==> src/rtl/tor_pkg.sv <==
// ============================================================================
// tor_pkg - track outlier rejector shared definitions
// Field widths, the pick and job records, and the constants that both the
// window front end and the arithmetic back end use.
// ============================================================================
package tor_pkg;

    localparam int RADIUS_DEF  = 7;
    localparam int RADIUS_MAX  = 15;
    localparam int RANGE_W     = 24;
    localparam int CONF_W      = 16;
    localparam int DELTA_W     = 23;
    // distance to the earlier neighbor, and span between both neighbors
    localparam int DIST_W      = $clog2(RADIUS_MAX + 1);
    localparam int SPAN_W      = $clog2(2 * RADIUS_MAX + 1);
    // interpolation numerator: positive range times span
    localparam int NUM_W       = DELTA_W + SPAN_W;
    localparam int QUEUE_DEPTH = 2;

    localparam logic signed [RANGE_W-1:0] REJECT_RANGE = -24'sd256;

    typedef struct packed {
        logic signed [RANGE_W-1:0] rng;
        logic [CONF_W-1:0]         conf;
        logic                      det;
        logic                      man;
    } pick_t;

    // one result to produce, already classified by the front end
    typedef struct packed {
        logic signed [RANGE_W-1:0] rng;
        logic [CONF_W-1:0]         conf;
        logic                      det;
        logic                      man;
        logic                      last;
        logic                      check;   // eligible for rejection, has a neighbor
        logic                      interp;  // both neighbors present
        logic [DELTA_W-1:0]        a;       // earlier neighbor, or the only one
        logic [DELTA_W-1:0]        b;       // later neighbor
        logic [DIST_W-1:0]         d;       // distance from earlier neighbor
        logic [SPAN_W-1:0]         span;    // distance between neighbors
    } job_t;

    typedef struct packed {
        logic valid;
        job_t job;
    } push_t;

    typedef struct packed {
        logic empty;
        logic full;
    } q_stat_t;

endpackage

==> src/rtl/tor_if.sv <==
// ============================================================================
// tor_if - track outlier rejector channel interfaces
// Valid/ready channels for picks in, results out and the threshold write.
// ============================================================================
interface tor_in_if import tor_pkg::*; ();
    logic                      valid;
    logic                      ready;
    logic signed [RANGE_W-1:0] range_in;
    logic [CONF_W-1:0]         confidence_in;
    logic                      detected_in;
    logic                      manual_in;
    logic                      is_last;

    modport source (output valid, range_in, confidence_in, detected_in, manual_in,
                    is_last, input ready);
    modport sink   (input valid, range_in, confidence_in, detected_in, manual_in,
                    is_last, output ready);
endinterface

interface tor_out_if import tor_pkg::*; ();
    logic                      valid;
    logic                      ready;
    logic signed [RANGE_W-1:0] range_out;
    logic [CONF_W-1:0]         confidence_out;
    logic                      detected_out;
    logic                      manual_out;
    logic                      last_out;

    modport source (output valid, range_out, confidence_out, detected_out, manual_out,
                    last_out, input ready);
    modport sink   (input valid, range_out, confidence_out, detected_out, manual_out,
                    last_out, output ready);
endinterface

interface tor_cfg_if import tor_pkg::*; ();
    logic               valid;
    logic               ready;
    logic [DELTA_W-1:0] max_delta;

    modport source (output valid, max_delta, input ready);
    modport sink   (input valid, max_delta, output ready);
endinterface

==> src/rtl/tor_front.sv <==
// ============================================================================
// tor_front - pick window and result classification
// Shifts picks through a window centered on the pick due next, finds the
// nearest positive neighbors on each side and queues one job per result.
// ============================================================================
module tor_front import tor_pkg::*; #(
    parameter int RADIUS = RADIUS_DEF
) (
    input  logic         clk,
    input  logic         rst_n,
    tor_in_if.sink       picks,
    output push_t        push,
    input  q_stat_t      q_stat
);

    localparam int WIN = 2 * RADIUS + 1;
    localparam int CW  = $clog2(RADIUS + 1);

    typedef enum logic [1:0] {
        F_IDLE = 2'b01,
        F_EVAL = 2'b10
    } f_state_t;

    f_state_t           state_reg, state_next;
    logic               flush_reg, flush_next;
    logic [CW-1:0]      step_reg, step_next;
    logic [WIN-1:0]     valid_reg, valid_next;
    pick_t              win_reg [WIN];
    pick_t              win_next [WIN];

    logic               shift_en;
    logic               shift_valid;
    logic               accept;
    logic [WIN-1:0]     pos;
    pick_t              center;
    logic               have_prev, have_next;
    logic [DIST_W-1:0]  prev_dist, next_dist;
    logic [DELTA_W-1:0] prev_rng, next_rng;
    logic               flush_done;
    logic               can_go;

    assign picks.ready = (state_reg == F_IDLE);
    assign accept      = picks.valid && picks.ready;
    assign center      = win_reg[RADIUS];
    assign flush_done  = (step_reg == CW'(RADIUS));

    // positive pick flags, one per window tap
    always_comb
    begin
        for (int i = 0; i < WIN; i++)
        begin
            pos[i] = valid_reg[i] && !win_reg[i].rng[RANGE_W-1] && (win_reg[i].rng != '0);
        end
    end

    // nearest positive neighbors: farther taps first, nearer ones override
    always_comb
    begin
        have_prev = 1'b0;
        have_next = 1'b0;
        prev_dist = '0;
        next_dist = '0;
        prev_rng  = '0;
        next_rng  = '0;
        for (int k = RADIUS; k >= 1; k--)
        begin
            if (pos[RADIUS-k])
            begin
                have_prev = 1'b1;
                prev_dist = DIST_W'(k);
                prev_rng  = win_reg[RADIUS-k].rng[DELTA_W-1:0];
            end
            if (pos[RADIUS+k])
            begin
                have_next = 1'b1;
                next_dist = DIST_W'(k);
                next_rng  = win_reg[RADIUS+k].rng[DELTA_W-1:0];
            end
        end
    end

    always_comb
    begin
        push.valid      = (state_reg == F_EVAL) && valid_reg[RADIUS] && !q_stat.full;
        push.job.rng    = center.rng;
        push.job.conf   = center.conf;
        push.job.det    = center.det;
        push.job.man    = center.man;
        push.job.last   = flush_reg && flush_done;
        push.job.check  = center.det && !center.man && (have_prev || have_next);
        push.job.interp = center.det && !center.man && have_prev && have_next;
        push.job.a      = have_prev ? prev_rng : next_rng;
        push.job.b      = next_rng;
        push.job.d      = prev_dist;
        push.job.span   = SPAN_W'(prev_dist) + SPAN_W'(next_dist);
    end

    assign can_go = !valid_reg[RADIUS] || !q_stat.full;

    always_comb
    begin
        state_next  = state_reg;
        flush_next  = flush_reg;
        step_next   = step_reg;
        shift_en    = 1'b0;
        shift_valid = 1'b0;
        unique case (state_reg)
            F_IDLE:
            begin
                if (accept)
                begin
                    shift_en    = 1'b1;
                    shift_valid = 1'b1;
                    flush_next  = picks.is_last;
                    step_next   = '0;
                    state_next  = F_EVAL;
                end
            end
            F_EVAL:
            begin
                if (can_go)
                begin
                    if (flush_reg && !flush_done)
                    begin
                        // drain: move the next pending pick to the center
                        shift_en  = 1'b1;
                        step_next = step_reg + 1'b1;
                    end
                    else
                    begin
                        flush_next = 1'b0;
                        state_next = F_IDLE;
                    end
                end
            end
            default:
            begin
                state_next = F_IDLE;
            end
        endcase
    end

    always_comb
    begin
        valid_next = valid_reg;
        if ((state_reg == F_EVAL) && can_go && flush_reg && flush_done)
        begin
            valid_next = '0;
        end
        else if (shift_en)
        begin
            valid_next = {shift_valid, valid_reg[WIN-1:1]};
        end
    end

    always_comb
    begin
        for (int i = 0; i < WIN - 1; i++)
        begin
            win_next[i] = shift_en ? win_reg[i+1] : win_reg[i];
        end
        win_next[WIN-1] = win_reg[WIN-1];
        if (shift_en)
        begin
            win_next[WIN-1].rng  = picks.range_in;
            win_next[WIN-1].conf = picks.confidence_in;
            win_next[WIN-1].det  = picks.detected_in;
            win_next[WIN-1].man  = picks.manual_in;
        end
    end

    always_ff @(posedge clk or negedge rst_n)
    begin
        if (!rst_n)
        begin
            state_reg <= F_IDLE;
            flush_reg <= 1'b0;
            step_reg  <= '0;
            valid_reg <= '0;
        end
        else
        begin
            state_reg <= state_next;
            flush_reg <= flush_next;
            step_reg  <= step_next;
            valid_reg <= valid_next;
        end
    end

    always_ff @(posedge clk)
    begin
        for (int i = 0; i < WIN; i++)
        begin
            win_reg[i] <= win_next[i];
        end
    end

endmodule

==> src/rtl/tor_queue.sv <==
// ============================================================================
// tor_queue - job queue between front and back
// Small register FIFO; lets the window and the divider stall independently.
// ============================================================================
module tor_queue import tor_pkg::*; #(
    parameter int DEPTH = QUEUE_DEPTH
) (
    input  logic    clk,
    input  logic    rst_n,
    input  push_t   push,
    input  logic    pop,
    output job_t    head,
    output q_stat_t stat
);

    localparam int PW = $clog2(DEPTH);
    localparam int NW = $clog2(DEPTH + 1);

    job_t           mem_reg [DEPTH];
    logic [PW-1:0]  wr_ptr_reg, wr_ptr_next;
    logic [PW-1:0]  rd_ptr_reg, rd_ptr_next;
    logic [NW-1:0]  count_reg, count_next;
    logic           do_push, do_pop;

    assign stat.empty = (count_reg == '0);
    assign stat.full  = (count_reg == NW'(DEPTH));
    assign do_push    = push.valid && !stat.full;
    assign do_pop     = pop && !stat.empty;
    assign head       = mem_reg[rd_ptr_reg];

    always_comb
    begin
        wr_ptr_next = do_push ? wr_ptr_reg + 1'b1 : wr_ptr_reg;
        rd_ptr_next = do_pop ? rd_ptr_reg + 1'b1 : rd_ptr_reg;
        count_next  = count_reg;
        if (do_push && !do_pop)
        begin
            count_next = count_reg + 1'b1;
        end
        else if (do_pop && !do_push)
        begin
            count_next = count_reg - 1'b1;
        end
    end

    always_ff @(posedge clk or negedge rst_n)
    begin
        if (!rst_n)
        begin
            wr_ptr_reg <= '0;
            rd_ptr_reg <= '0;
            count_reg  <= '0;
        end
        else
        begin
            wr_ptr_reg <= wr_ptr_next;
            rd_ptr_reg <= rd_ptr_next;
            count_reg  <= count_next;
        end
    end

    always_ff @(posedge clk)
    begin
        if (do_push)
        begin
            mem_reg[wr_ptr_reg] <= push.job;
        end
    end

endmodule

==> src/rtl/tor_back.sv <==
// ============================================================================
// tor_back - interpolation, deviation test and result register
// Forms the interpolation numerator, divides by the span one quotient bit
// per cycle, compares the deviation with the threshold and holds the result.
// ============================================================================
module tor_back import tor_pkg::*; (
    input  logic               clk,
    input  logic               rst_n,
    input  job_t               head,
    input  q_stat_t            q_stat,
    output logic               pop,
    input  logic [DELTA_W-1:0] max_delta,
    tor_out_if.source          results
);

    localparam int CNT_W = $clog2(NUM_W);

    typedef enum logic [3:0] {
        B_IDLE = 4'b0001,
        B_MUL  = 4'b0010,
        B_DIV  = 4'b0100,
        B_OUT  = 4'b1000
    } b_state_t;

    b_state_t                  state_reg, state_next;
    job_t                      job_reg;
    logic [NUM_W-1:0]          quo_reg, quo_next;
    logic [SPAN_W-1:0]         rem_reg, rem_next;
    logic [CNT_W-1:0]          cnt_reg, cnt_next;

    logic                      out_valid_reg, out_valid_next;
    logic signed [RANGE_W-1:0] out_rng_reg;
    logic [CONF_W-1:0]         out_conf_reg;
    logic                      out_det_reg;
    logic                      out_man_reg;
    logic                      out_last_reg;

    logic [SPAN_W:0]           trial;
    logic [SPAN_W:0]           span_ext;
    logic                      q_bit;
    logic [NUM_W-1:0]          num;
    logic [SPAN_W-1:0]         wa;
    logic [DELTA_W-1:0]        expected;
    logic [RANGE_W:0]          dev;
    logic [RANGE_W:0]          dev_abs;
    logic                      reject;
    logic                      out_load;

    assign pop = (state_reg == B_IDLE) && !q_stat.empty;

    // a*(span-d) + b*d
    assign wa  = job_reg.span - SPAN_W'(job_reg.d);
    assign num = NUM_W'(job_reg.a) * NUM_W'(wa) + NUM_W'(job_reg.b) * NUM_W'(job_reg.d);

    // restoring division step
    assign span_ext = (SPAN_W + 1)'(job_reg.span);
    assign trial    = {rem_reg, quo_reg[NUM_W-1]};
    assign q_bit    = (trial >= span_ext);

    assign expected = job_reg.interp ? quo_reg[DELTA_W-1:0] : job_reg.a;
    assign dev      = {job_reg.rng[RANGE_W-1], job_reg.rng} - {2'b00, expected};
    assign dev_abs  = dev[RANGE_W] ? (~dev + 1'b1) : dev;
    assign reject   = job_reg.check && (max_delta != '0)
                      && (dev_abs > (RANGE_W + 1)'(max_delta));

    assign out_load = (state_reg == B_OUT) && (!out_valid_reg || results.ready);

    always_comb
    begin
        state_next = state_reg;
        quo_next   = quo_reg;
        rem_next   = rem_reg;
        cnt_next   = cnt_reg;
        unique case (state_reg)
            B_IDLE:
            begin
                if (pop)
                begin
                    state_next = head.interp ? B_MUL : B_OUT;
                end
            end
            B_MUL:
            begin
                quo_next   = num;
                rem_next   = '0;
                cnt_next   = '0;
                state_next = B_DIV;
            end
            B_DIV:
            begin
                rem_next = q_bit ? SPAN_W'(trial - span_ext) : SPAN_W'(trial);
                quo_next = {quo_reg[NUM_W-2:0], q_bit};
                cnt_next = cnt_reg + 1'b1;
                if (cnt_reg == CNT_W'(NUM_W - 1))
                begin
                    state_next = B_OUT;
                end
            end
            B_OUT:
            begin
                if (out_load)
                begin
                    state_next = B_IDLE;
                end
            end
            default:
            begin
                state_next = B_IDLE;
            end
        endcase
    end

    always_comb
    begin
        out_valid_next = out_valid_reg;
        if (out_load)
        begin
            out_valid_next = 1'b1;
        end
        else if (results.ready)
        begin
            out_valid_next = 1'b0;
        end
    end

    always_ff @(posedge clk or negedge rst_n)
    begin
        if (!rst_n)
        begin
            state_reg     <= B_IDLE;
            out_valid_reg <= 1'b0;
        end
        else
        begin
            state_reg     <= state_next;
            out_valid_reg <= out_valid_next;
        end
    end

    always_ff @(posedge clk)
    begin
        quo_reg <= quo_next;
        rem_reg <= rem_next;
        cnt_reg <= cnt_next;
        if (pop)
        begin
            job_reg <= head;
        end
        if (out_load)
        begin
            out_rng_reg  <= reject ? REJECT_RANGE : job_reg.rng;
            out_conf_reg <= reject ? '0 : job_reg.conf;
            out_det_reg  <= reject ? 1'b0 : job_reg.det;
            out_man_reg  <= job_reg.man;
            out_last_reg <= job_reg.last;
        end
    end

    assign results.valid          = out_valid_reg;
    assign results.range_out      = out_rng_reg;
    assign results.confidence_out = out_conf_reg;
    assign results.detected_out   = out_det_reg;
    assign results.manual_out     = out_man_reg;
    assign results.last_out       = out_last_reg;

endmodule

==> src/rtl/track_outlier_rejector.sv <==
// ============================================================================
// track_outlier_rejector - sliding-window seabed pick outlier rejection
// Rejects auto-detected range picks that stray from the line through their
// nearest positive neighbors; front end, job queue and divider back end.
// ============================================================================
// Each pick is released RADIUS picks after it arrives, once both sides of its
// window are known; the pick with is_last set flushes every pending pick (up
// to RADIUS+1 results, the final one marked last_out) and leaves the window
// empty for the next track. An accepted pick moves the front end from idle
// into evaluation, where the input is not ready, and a flushing pick stays in
// evaluation until every pending pick is drained; a full job queue holds the
// input off longer. A detected, non-manual result whose expected range is
// interpolated between two neighbors passes the multiply state and then the
// bit-serial divider, which produces one quotient bit of the 28-bit numerator
// per cycle; a result with one neighbor or none, or for a manual or undetected
// pick, goes from idle straight to the output state. A two-entry job queue
// decouples the window from the divider, and a result register holds a
// finished result while the back end starts on the next job. The back end
// takes one job at a time, popping the next once idle. max_delta of zero
// disables rejection; write it only while no pick is in flight. Rejected
// picks come out with range -1 m (-256), zero confidence and the detected
// flag cleared; manual picks always pass.
module track_outlier_rejector import tor_pkg::*; #(
    parameter int RADIUS = RADIUS_DEF
) (
    input  logic      clk,
    input  logic      rst_n,
    tor_cfg_if.sink   cfg,
    tor_in_if.sink    picks,
    tor_out_if.source results
);

    logic [DELTA_W-1:0] max_delta_reg, max_delta_next;
    push_t              push;
    job_t               head;
    q_stat_t            q_stat;
    logic               pop;

    // threshold register: take every transfer
    assign cfg.ready      = 1'b1;
    assign max_delta_next = (cfg.valid && cfg.ready) ? cfg.max_delta : max_delta_reg;

    always_ff @(posedge clk or negedge rst_n)
    begin
        if (!rst_n)
        begin
            max_delta_reg <= '0;
        end
        else
        begin
            max_delta_reg <= max_delta_next;
        end
    end

    // window, neighbor search and job build
    tor_front #(
        .RADIUS (RADIUS)
    ) u_front (
        .clk    (clk),
        .rst_n  (rst_n),
        .picks  (picks),
        .push   (push),
        .q_stat (q_stat)
    );

    // hold classified jobs until the back end is free
    tor_queue #(
        .DEPTH (QUEUE_DEPTH)
    ) u_queue (
        .clk   (clk),
        .rst_n (rst_n),
        .push  (push),
        .pop   (pop),
        .head  (head),
        .stat  (q_stat)
    );

    // interpolate, test deviation, drive the result register
    tor_back u_back (
        .clk       (clk),
        .rst_n     (rst_n),
        .head      (head),
        .q_stat    (q_stat),
        .pop       (pop),
        .max_delta (max_delta_reg),
        .results   (results)
    );

    // front end never pushes into a full queue
    assert property (@(posedge clk) disable iff (!rst_n) push.valid |-> !q_stat.full)
        else $error("job pushed into full queue");

    // back end never pops an empty queue
    assert property (@(posedge clk) disable iff (!rst_n) pop |-> !q_stat.empty)
        else $error("job popped from empty queue");

    // a pick transfer is always followed by an evaluation cycle
    assert property (@(posedge clk) disable iff (!rst_n)
        (picks.valid && picks.ready) |=> !picks.ready)
        else $error("input ready right after a pick transfer");

endmodule

==> src/flat_wrapper.sv <==
// flat-port wrapper written by rule: the top's interface ports become plain ports
module track_outlier_rejector_flat import tor_pkg::*;
#(
    parameter int RADIUS = RADIUS_DEF
)
  (clk, rst_n, cfg_valid, cfg_max_delta, cfg_ready, picks_valid, picks_range_in, picks_confidence_in, picks_detected_in, picks_manual_in, picks_is_last, picks_ready, results_valid, results_range_out, results_confidence_out, results_detected_out, results_manual_out, results_last_out, results_ready);
  tor_cfg_if cfg_i ();
  tor_in_if picks_i ();
  tor_out_if results_i ();
  input  logic clk;
  input  logic rst_n;
  input wire logic [$bits(cfg_i.valid)-1:0] cfg_valid;
  input wire logic [$bits(cfg_i.max_delta)-1:0] cfg_max_delta;
  output wire logic [$bits(cfg_i.ready)-1:0] cfg_ready;
  input wire logic [$bits(picks_i.valid)-1:0] picks_valid;
  input wire logic [$bits(picks_i.range_in)-1:0] picks_range_in;
  input wire logic [$bits(picks_i.confidence_in)-1:0] picks_confidence_in;
  input wire logic [$bits(picks_i.detected_in)-1:0] picks_detected_in;
  input wire logic [$bits(picks_i.manual_in)-1:0] picks_manual_in;
  input wire logic [$bits(picks_i.is_last)-1:0] picks_is_last;
  output wire logic [$bits(picks_i.ready)-1:0] picks_ready;
  output wire logic [$bits(results_i.valid)-1:0] results_valid;
  output wire logic [$bits(results_i.range_out)-1:0] results_range_out;
  output wire logic [$bits(results_i.confidence_out)-1:0] results_confidence_out;
  output wire logic [$bits(results_i.detected_out)-1:0] results_detected_out;
  output wire logic [$bits(results_i.manual_out)-1:0] results_manual_out;
  output wire logic [$bits(results_i.last_out)-1:0] results_last_out;
  input wire logic [$bits(results_i.ready)-1:0] results_ready;
  assign cfg_i.valid = cfg_valid;
  assign cfg_i.max_delta = cfg_max_delta;
  assign cfg_ready = cfg_i.ready;
  assign picks_i.valid = picks_valid;
  assign picks_i.range_in = picks_range_in;
  assign picks_i.confidence_in = picks_confidence_in;
  assign picks_i.detected_in = picks_detected_in;
  assign picks_i.manual_in = picks_manual_in;
  assign picks_i.is_last = picks_is_last;
  assign picks_ready = picks_i.ready;
  assign results_valid = results_i.valid;
  assign results_range_out = results_i.range_out;
  assign results_confidence_out = results_i.confidence_out;
  assign results_detected_out = results_i.detected_out;
  assign results_manual_out = results_i.manual_out;
  assign results_last_out = results_i.last_out;
  assign results_i.ready = results_ready;
  track_outlier_rejector #(.RADIUS(RADIUS)) u_core (.clk(clk), .rst_n(rst_n), .cfg(cfg_i), .picks(picks_i), .results(results_i));
endmodule
==> config.mk <==
export PLATFORM = sky130hd
export DESIGN_NAME = track_outlier_rejector_flat
export DESIGN_NICKNAME = d
export VERILOG_FILES = /design/src/rtl/tor_pkg.sv /design/src/rtl/tor_if.sv /design/src/rtl/tor_front.sv /design/src/rtl/tor_queue.sv /design/src/rtl/tor_back.sv /design/src/rtl/track_outlier_rejector.sv /design/src/flat_wrapper.sv
export SDC_FILE = /design/constraint.sdc
export NUM_CORES = 2
export LEC_CHECK = 0
export ABC_AREA = 0
export ABC_CLOCK_PERIOD_IN_PS = 15800
export BUFFER_PORTS_ARGS = -buffer_cell sky130_fd_sc_hd__buf_2
export CAP_MARGIN = 40
export CORE_MARGIN = 3
export CORE_UTILIZATION = 57
export DETAILED_ROUTE_END_ITERATION = 8
export GPL_ROUTABILITY_DRIVEN = 0
export GPL_TIMING_DRIVEN = 0
export HOLD_SLACK_MARGIN = 0.12
export PLACE_DENSITY = 0.77
export SETUP_SLACK_MARGIN = 0.3
export SLEW_MARGIN = 20
export SYNTH_ARGS = -nofsm -noshare
export SYNTH_HDL_FRONTEND = slang
export SYNTH_SLANG_ARGS = --single-unit
export TNS_END_PERCENT = 5
==> constraint.sdc <==
create_clock -name clk -period 15.8 [get_ports clk]
set_input_delay 1.58 -clock clk [delete_from_list [all_inputs] [get_ports clk]]
set_output_delay 1.58 -clock clk [all_outputs]
set_load 0.05 [all_outputs]
[Yosys cells after proc, flatten, opt, wreduce, memory -nomap -nowiden]
Memory sizes are Yosys's and may differ from the RTL's.
Cells that the tools add are included.
Storage, ports and cells
  RAM bits: 830
  flip-flop bits (word level): 234
  output and inout port bits: 46
  memories: 2
Memories
  u_core.u_front.win_reg: depth 15, bits a word 42, rd ports 15, clocked after memory_dff 0, write ports 15, line tor_front.sv:28  | pick_t win_reg [WIN];
  u_core.u_queue.mem_reg: depth 2, bits a word 100, rd ports 1, clocked after memory_dff 0, write ports 1, line tor_queue.sv:19  | job_t mem_reg [DEPTH];
Cells by class
  $mul: 2
  $add $sub $neg: 12
  reduce and logical (&&, ||, !) cells: 98
  equal/unequal tests: 16
  bitwise operators: 1
  $lt $le $gt $ge: 2
  mux-type cells: 94
Operators by type and width (count)
  $mux W42: 15
  $mux W23: 16
  $reduce_bool A24 Y1: 14
  $pmux W28 S2: 1
  $logic_and A1 B1 Y1: 48
  $mux W4: 11
  $mux W15: 2
  $mux W3: 10
  $add A28 B27 Y28: 1
  $mul A23 B5 Y28: 1
  $mul A23 B4 Y27: 1
  $add A25 B1 Y25 const B: 1
  $gt A25 B23 Y1: 1
  $mux W1: 25
  $mux W25: 1
  $not A25 Y25: 1
  $sub A24 B24 Y25: 1
  $reduce_bool A23 Y1: 1
  $logic_not A1 Y1: 22
  $pmux W5 S2: 2
  $pmux W4 S4: 1
  $mux W2: 5
  $ne A2 B2 Y1 const B: 5
  $reduce_bool A2 Y1: 5
  other kinds (26): 34

[Longest topological paths before layout]
An unclocked memory read counts as a cell.
  word-level depth: 13
  depth in mapped cells: 28

[By module]
Synthesis repeated with hierarchy kept, for this count alone.
Unflattened totals
  cell total of the unflattened synthesis: 3262
  area total of the unflattened synthesis: 45398.5 um2
By module, submodules not included
  tor_front: area each 20558.5 um2, cells each 1301, instances 1
  tor_back: area each 16109.2 um2, cells each 1581, instances 1
  tor_queue: area each 7862.5 um2, cells each 330, instances 1
  track_outlier_rejector: area each 868.3 um2, cells each 50, instances 1

[Worst setup path before layout]
OpenSTA, ideal clock, no wires.
  kind: in2reg
  start: in picks_valid
  end: reg u_core.u_front.valid_reg[10]
  data arrival time: 17.031 ns
  path slack: -1.397 ns
  stages: 5
  required time: 15.634 ns
  path through: a21oi_1 > nor2_1 > clkbuf_1 > mux2i_1 > nor2_1
Between the ends
  cells in the longest elaborated chain, start to end: 4
Ends and longest elaborated chain
  start: declaration: line flat_wrapper.sv:15  | input wire logic [$bits(picks_i.valid)-1:0] picks_valid;
  $logic_and A1 B1 Y1: line tor_front.sv:43  | assign accept = picks.valid && picks.ready;
  $mux W1: line tor_front.sv:110  | if (accept)
  $pmux W1 S2: line tor_front.sv:107  | unique case (state_reg)
  via u_core.u_front.shift_en: line tor_front.sv:31  | logic shift_en;
  $reduce_bool A2 Y1 (no line)
  end signal: assignment: line tor_front.sv:186  | valid_reg <= valid_next;
  end: declaration: line tor_front.sv:27  | logic [WIN-1:0] valid_reg, valid_next;
The timed path passes the listed nets, and every way through them passes these cells.
A chain may end at the register's enable or synchronous reset.

[Final worst setup path]
  start: reg u_core.u_back.job_reg[6] in the netlist's numbering
  end: reg u_core.u_back.quo_reg[26], data pin
Between the ends
  cells in the longest elaborated chain, start to end: 4
  elaborated cells on any way between the ends: 5
  classes of those cells: add/sub (2); mul (2); mux (1)
Ends and longest elaborated chain
  start: declaration: line tor_back.sv:26  | job_t job_reg;
  start signal: assignment: line tor_back.sv:147  | job_reg <= head;
  $sub A5 B4 Y5: line tor_back.sv:52  | assign wa = job_reg.span - SPAN_W'(job_reg.d);
  $mul A23 B5 Y28: line tor_back.sv:53  | assign num = NUM_W'(job_reg.a) * NUM_W'(wa) + NUM_W'(job_reg.b) * NUM_W'(job_reg.d);
  $add A28 B27 Y28 *: line tor_back.sv:53
  $pmux W28 S2 *: line tor_back.sv:74  | unique case (state_reg)
  via u_core.u_back.quo_next[26]: line tor_back.sv:27  | logic [NUM_W-1:0] quo_reg, quo_next;
  end signal: assignment: line tor_back.sv:142  | quo_reg <= quo_next;
  end: declaration: line tor_back.sv:27
Mark *: on every way through the listed nets, which the timed path passes. The rest lies on a longest branch.

==> metrics.md <==
| Metric | Value |
|---|---|
| RSZ-0062 raised after global routing | no |
| Number of global-route vias before repair | 27090 |
| DR WL/cell | roughly 23 µm |
| Core Rows | 100 |
| Startpoint Class | flop |
| Yosys warning count | 0 |
| Synthesis-stage register bit count | 932 |
| DRT Pass-1 Iters | 6 |
| Die Span Y | around 280 µm |
| DP HPWL | 71740 µm |
| Post-synthesis mux area share | 5.032% |
| Starting Density | 58.02% |
| IO buf count | 114 |
| Post-Route WL | 100100 µm |
| Net count, final | 3640 |
| Worst hold path type | flop to flop |
| Main synth FF type | edfxtp_1 |
| Crit path DAT | 8770 ps |
| Setup TNS | 0 ps |
| Setup Fix Bufs, Post-CTS | 0 |
| DR iter-0 viols | 3211 |
| Slew Limit Fails | 0 |
| Gr usage total | 25.23% |
| Layout cells sized above 1 | 13.83% |
| Post-Syn Nets | 3412 |
| Status | complete, no violations |
| DIE AREA | 79780 µm² |
| CTS tree | yes |
| Synth Area in Compound Gates | under 10% |
| Total clock buffers created by CTS | 89 |
| Final worst path period share | 52.50% |
| Worst rel slew slack | 38.10% |
| Synth Cell Area | 43560 µm² |
| First-pass GRT wire length | roughly 150000 µm |
| Async SR Flop Fraction | 5.687% |
| Grt ovf | 0 |
| Fmax | approximately 0.12 GHz |
| Max Buffers Root-to-Sink | 3 |
| Hold buffers post-CTS | 0 |
| Max reg flops | 504 |
| Vias/cell | 6.145 |
| CP endpoint kind | flop |
| Critical Path RT | approximately 16000 ps |
| Area delta synth->final | 11.85% |
| Number of H-tree levels | 3 |
| Syn avg cell area | about 14 µm² |
| Setup Viol. Count Final | 0 |
| Largest family of logic cells by synthesized area | adder cells |
| Worst-case clock skew | 49.96 ps |
| Core Footprint | 75070 µm² |
| Pin count of the biggest net entering global routing | between 100 and 150 |
| Worst-Margin Slew | 916.9 ps |
| Final hold violations | 0 |
| Critical path class | flop to flop |
| Residual DRC count | 0 |
| Clk Latency, worst-skew pair | between 600 and 700 ps |
| Synthesized-area fraction occupied by and/or/nand/nor cells | 8.858% |
| CTS sink cnt | 932 |
| Clock transition at path regs | ~60 ps |
| Minimum clock period after layout | 8295 ps |
| Post-synth EDFFs | roughly 900 |
| Chip Width | 282.4 µm |
| Max-cap viol count | 0 |
| Synth Instances | 3081 |
| Synth Area in XOR/XNOR | 1.367% |
| I/O pin count | 117 |
| Vias | 26760 |
| Synth Area in Adders | 9.812% |
| Root buf cell | clkbuf_16 |
| Post-cts resize count | 0 |
| Antenna violations before repair | 0 |
| Post-synthesis sequential area ratio | 63.64% |
| Cell variety after synth | 85 |
| Crit Path Max Fanout | 10 |
| Post-route ant nets | 0 |
-- kinds of logic (layout without fill, tap and decap cells) --
| kind of cell | count (synthesis) | after routing |
|---|---|---|
| DFF | 932 | 932 |
| adders and majority gates | 260 | 260 |
| buffers and inverters | 347 | 651 |
| and+or+nand+nor | 747 | 747 |
| AOI/OAI and AO/OA | 523 | 523 |
| other | 1 | 2 |
| muxes | 203 | 203 |
| xor gates and xnor gates | 68 | 68 |
-- stage by stage --
step / cell area [µm²] / hold WS (ps) / utilization (%) / instances / worst slack (ps)
global route: 48720 / 420.9 / 64.90 / 4354 / 7054
finish: 48720 / 417.6 / 64.90 / 4355 / 7505
floorplan: 43560 / 400.3 / - / 3081 / 6495
global placement: 45340 / 400.1 / 60.40 / 4164 / 4373
CTS: 48670 / 414.9 / 64.83 / 4351 / 7585
detailed placement: 45760 / 404.5 / 60.95 / 4184 / 7586
-- cell usage in the layout, fill, tap and decap left out, drive strengths merged, types with 15 or more instances in the layout --
| cell type | count |
|---|---|
| and2 | 103 |
| nand4 | 29 |
| o31a | 25 |
| nor3 | 28 |
| a31oi | 19 |
| nor4 | 91 |
| mux2i | 75 |
| inv | 237 |
| o21a | 15 |
| o21ai | 131 |
| a21o | 29 |
| a221o | 15 |
| a31o | 18 |
| dfrtp | 51 |
| nand3 | 16 |
| a21oi | 109 |
| edfxtp | 879 |
| ha | 124 |
| fa | 136 |
| nand2 | 205 |
| nor2b | 51 |
| a221oi | 22 |
| a22oi | 26 |
| nand2b | 39 |
| mux2 | 128 |
| clkbuf | 205 |
| buf | 154 |
| nor2 | 140 |
| clkinv | 47 |
| xor2 | 24 |
| xnor2 | 44 |
-- worst paths after layout --
kind                                                start                             end  slack [ps]  cells after the start
min                        u_core.u_front.win_reg[1][168]  u_core.u_front.win_reg[1][126]         420                      0
min in group asynchronous                           rst_n        u_core.max_delta_reg[22]         770                      1
max reg2reg                      u_core.u_back.job_reg[6]       u_core.u_back.quo_reg[26]        7510                     24
max in group asynchronous                           rst_n     u_core.u_front.state_reg[0]       14470                      2
min reg2reg                u_core.u_front.win_reg[1][168]  u_core.u_front.win_reg[1][126]         420                      0
max                              u_core.u_back.job_reg[6]       u_core.u_back.quo_reg[26]        7510                     24
-- Yosys cell counts, drive strengths merged, types with 9 or more instances --
cell	instances	area [µm²]
buf	17	111.4
a21oi	109	564.3
o221ai	9	78.83
a31oi	19	118.9
ha	124	1551
mux2i	75	750.7
fa	136	2723
a21o	29	217.7
mux2	128	1441
o21a	15	112.6
or2	12	75.07
xnor2	44	385.4
o21ai	131	659.4
inv	231	867.1
a211oi	11	87.58
edfxtp	879	26400
nand2b	39	244.0
o22ai	14	87.58
a31o	18	157.7
nor3	28	140.1
nand2	205	769.5
nor2	140	525.5
a221o	15	150.1
o211ai	10	80.07
and3	9	56.30
clkbuf	99	371.6
nor4	91	599.3
a22oi	26	195.2
o31a	25	219.0
nand4	29	187.7
nor2b	51	319.1
a222oi	9	90.09
nand3	16	80.08
a221oi	22	192.7
xor2	24	210.2
dfrtp	51	1276
and2	103	644.4
-- worst max-delay path: stages, from the launching register on --
cell and delay [ps]:
edfxtp_1 490, clkbuf_1 310, inv_1 130, fa_1 460, xor2_1 590, clkbuf_1 550
nand2_1 140, fa_1 510, inv_1 60, fa_1 490, fa_1 550, inv_1 50
fa_1 490, inv_1 50, ha_1 310, a21o_1 170, a21oi_1 240, o21ai_0 300
a21boi_0 390, o211ai_1 260, o311ai_0 620, a211oi_1 270, o21ba_2 280, o21a_1 170
o31ai_1 220
-- per-layer routing --
metal  vias up  wire (µm)  track usage (%)
met5         -          0                0
met4         0       4643            11.36
li1      11920          -                -
met1     13230      38840            33.02
met2      1348      49310            42.30
met3       269       7287            3.698
-- cell type report --
cell class                 count  area (µm²)
clock inverter                61       601.8
tap                          969        1212
clock buffer                 106        2311
antenna                        1       2.502
inverter                     231       872.1
timing repair buffer         137       991.0
multi-input combinational   1802       14510
fill                        5060       26350
sequential                   932       27720
buffer                       116       493.0
Power is left out: the tool's default activity adds up to more than one toggle a clock period on the data nets, which glitch-free logic cannot reach.
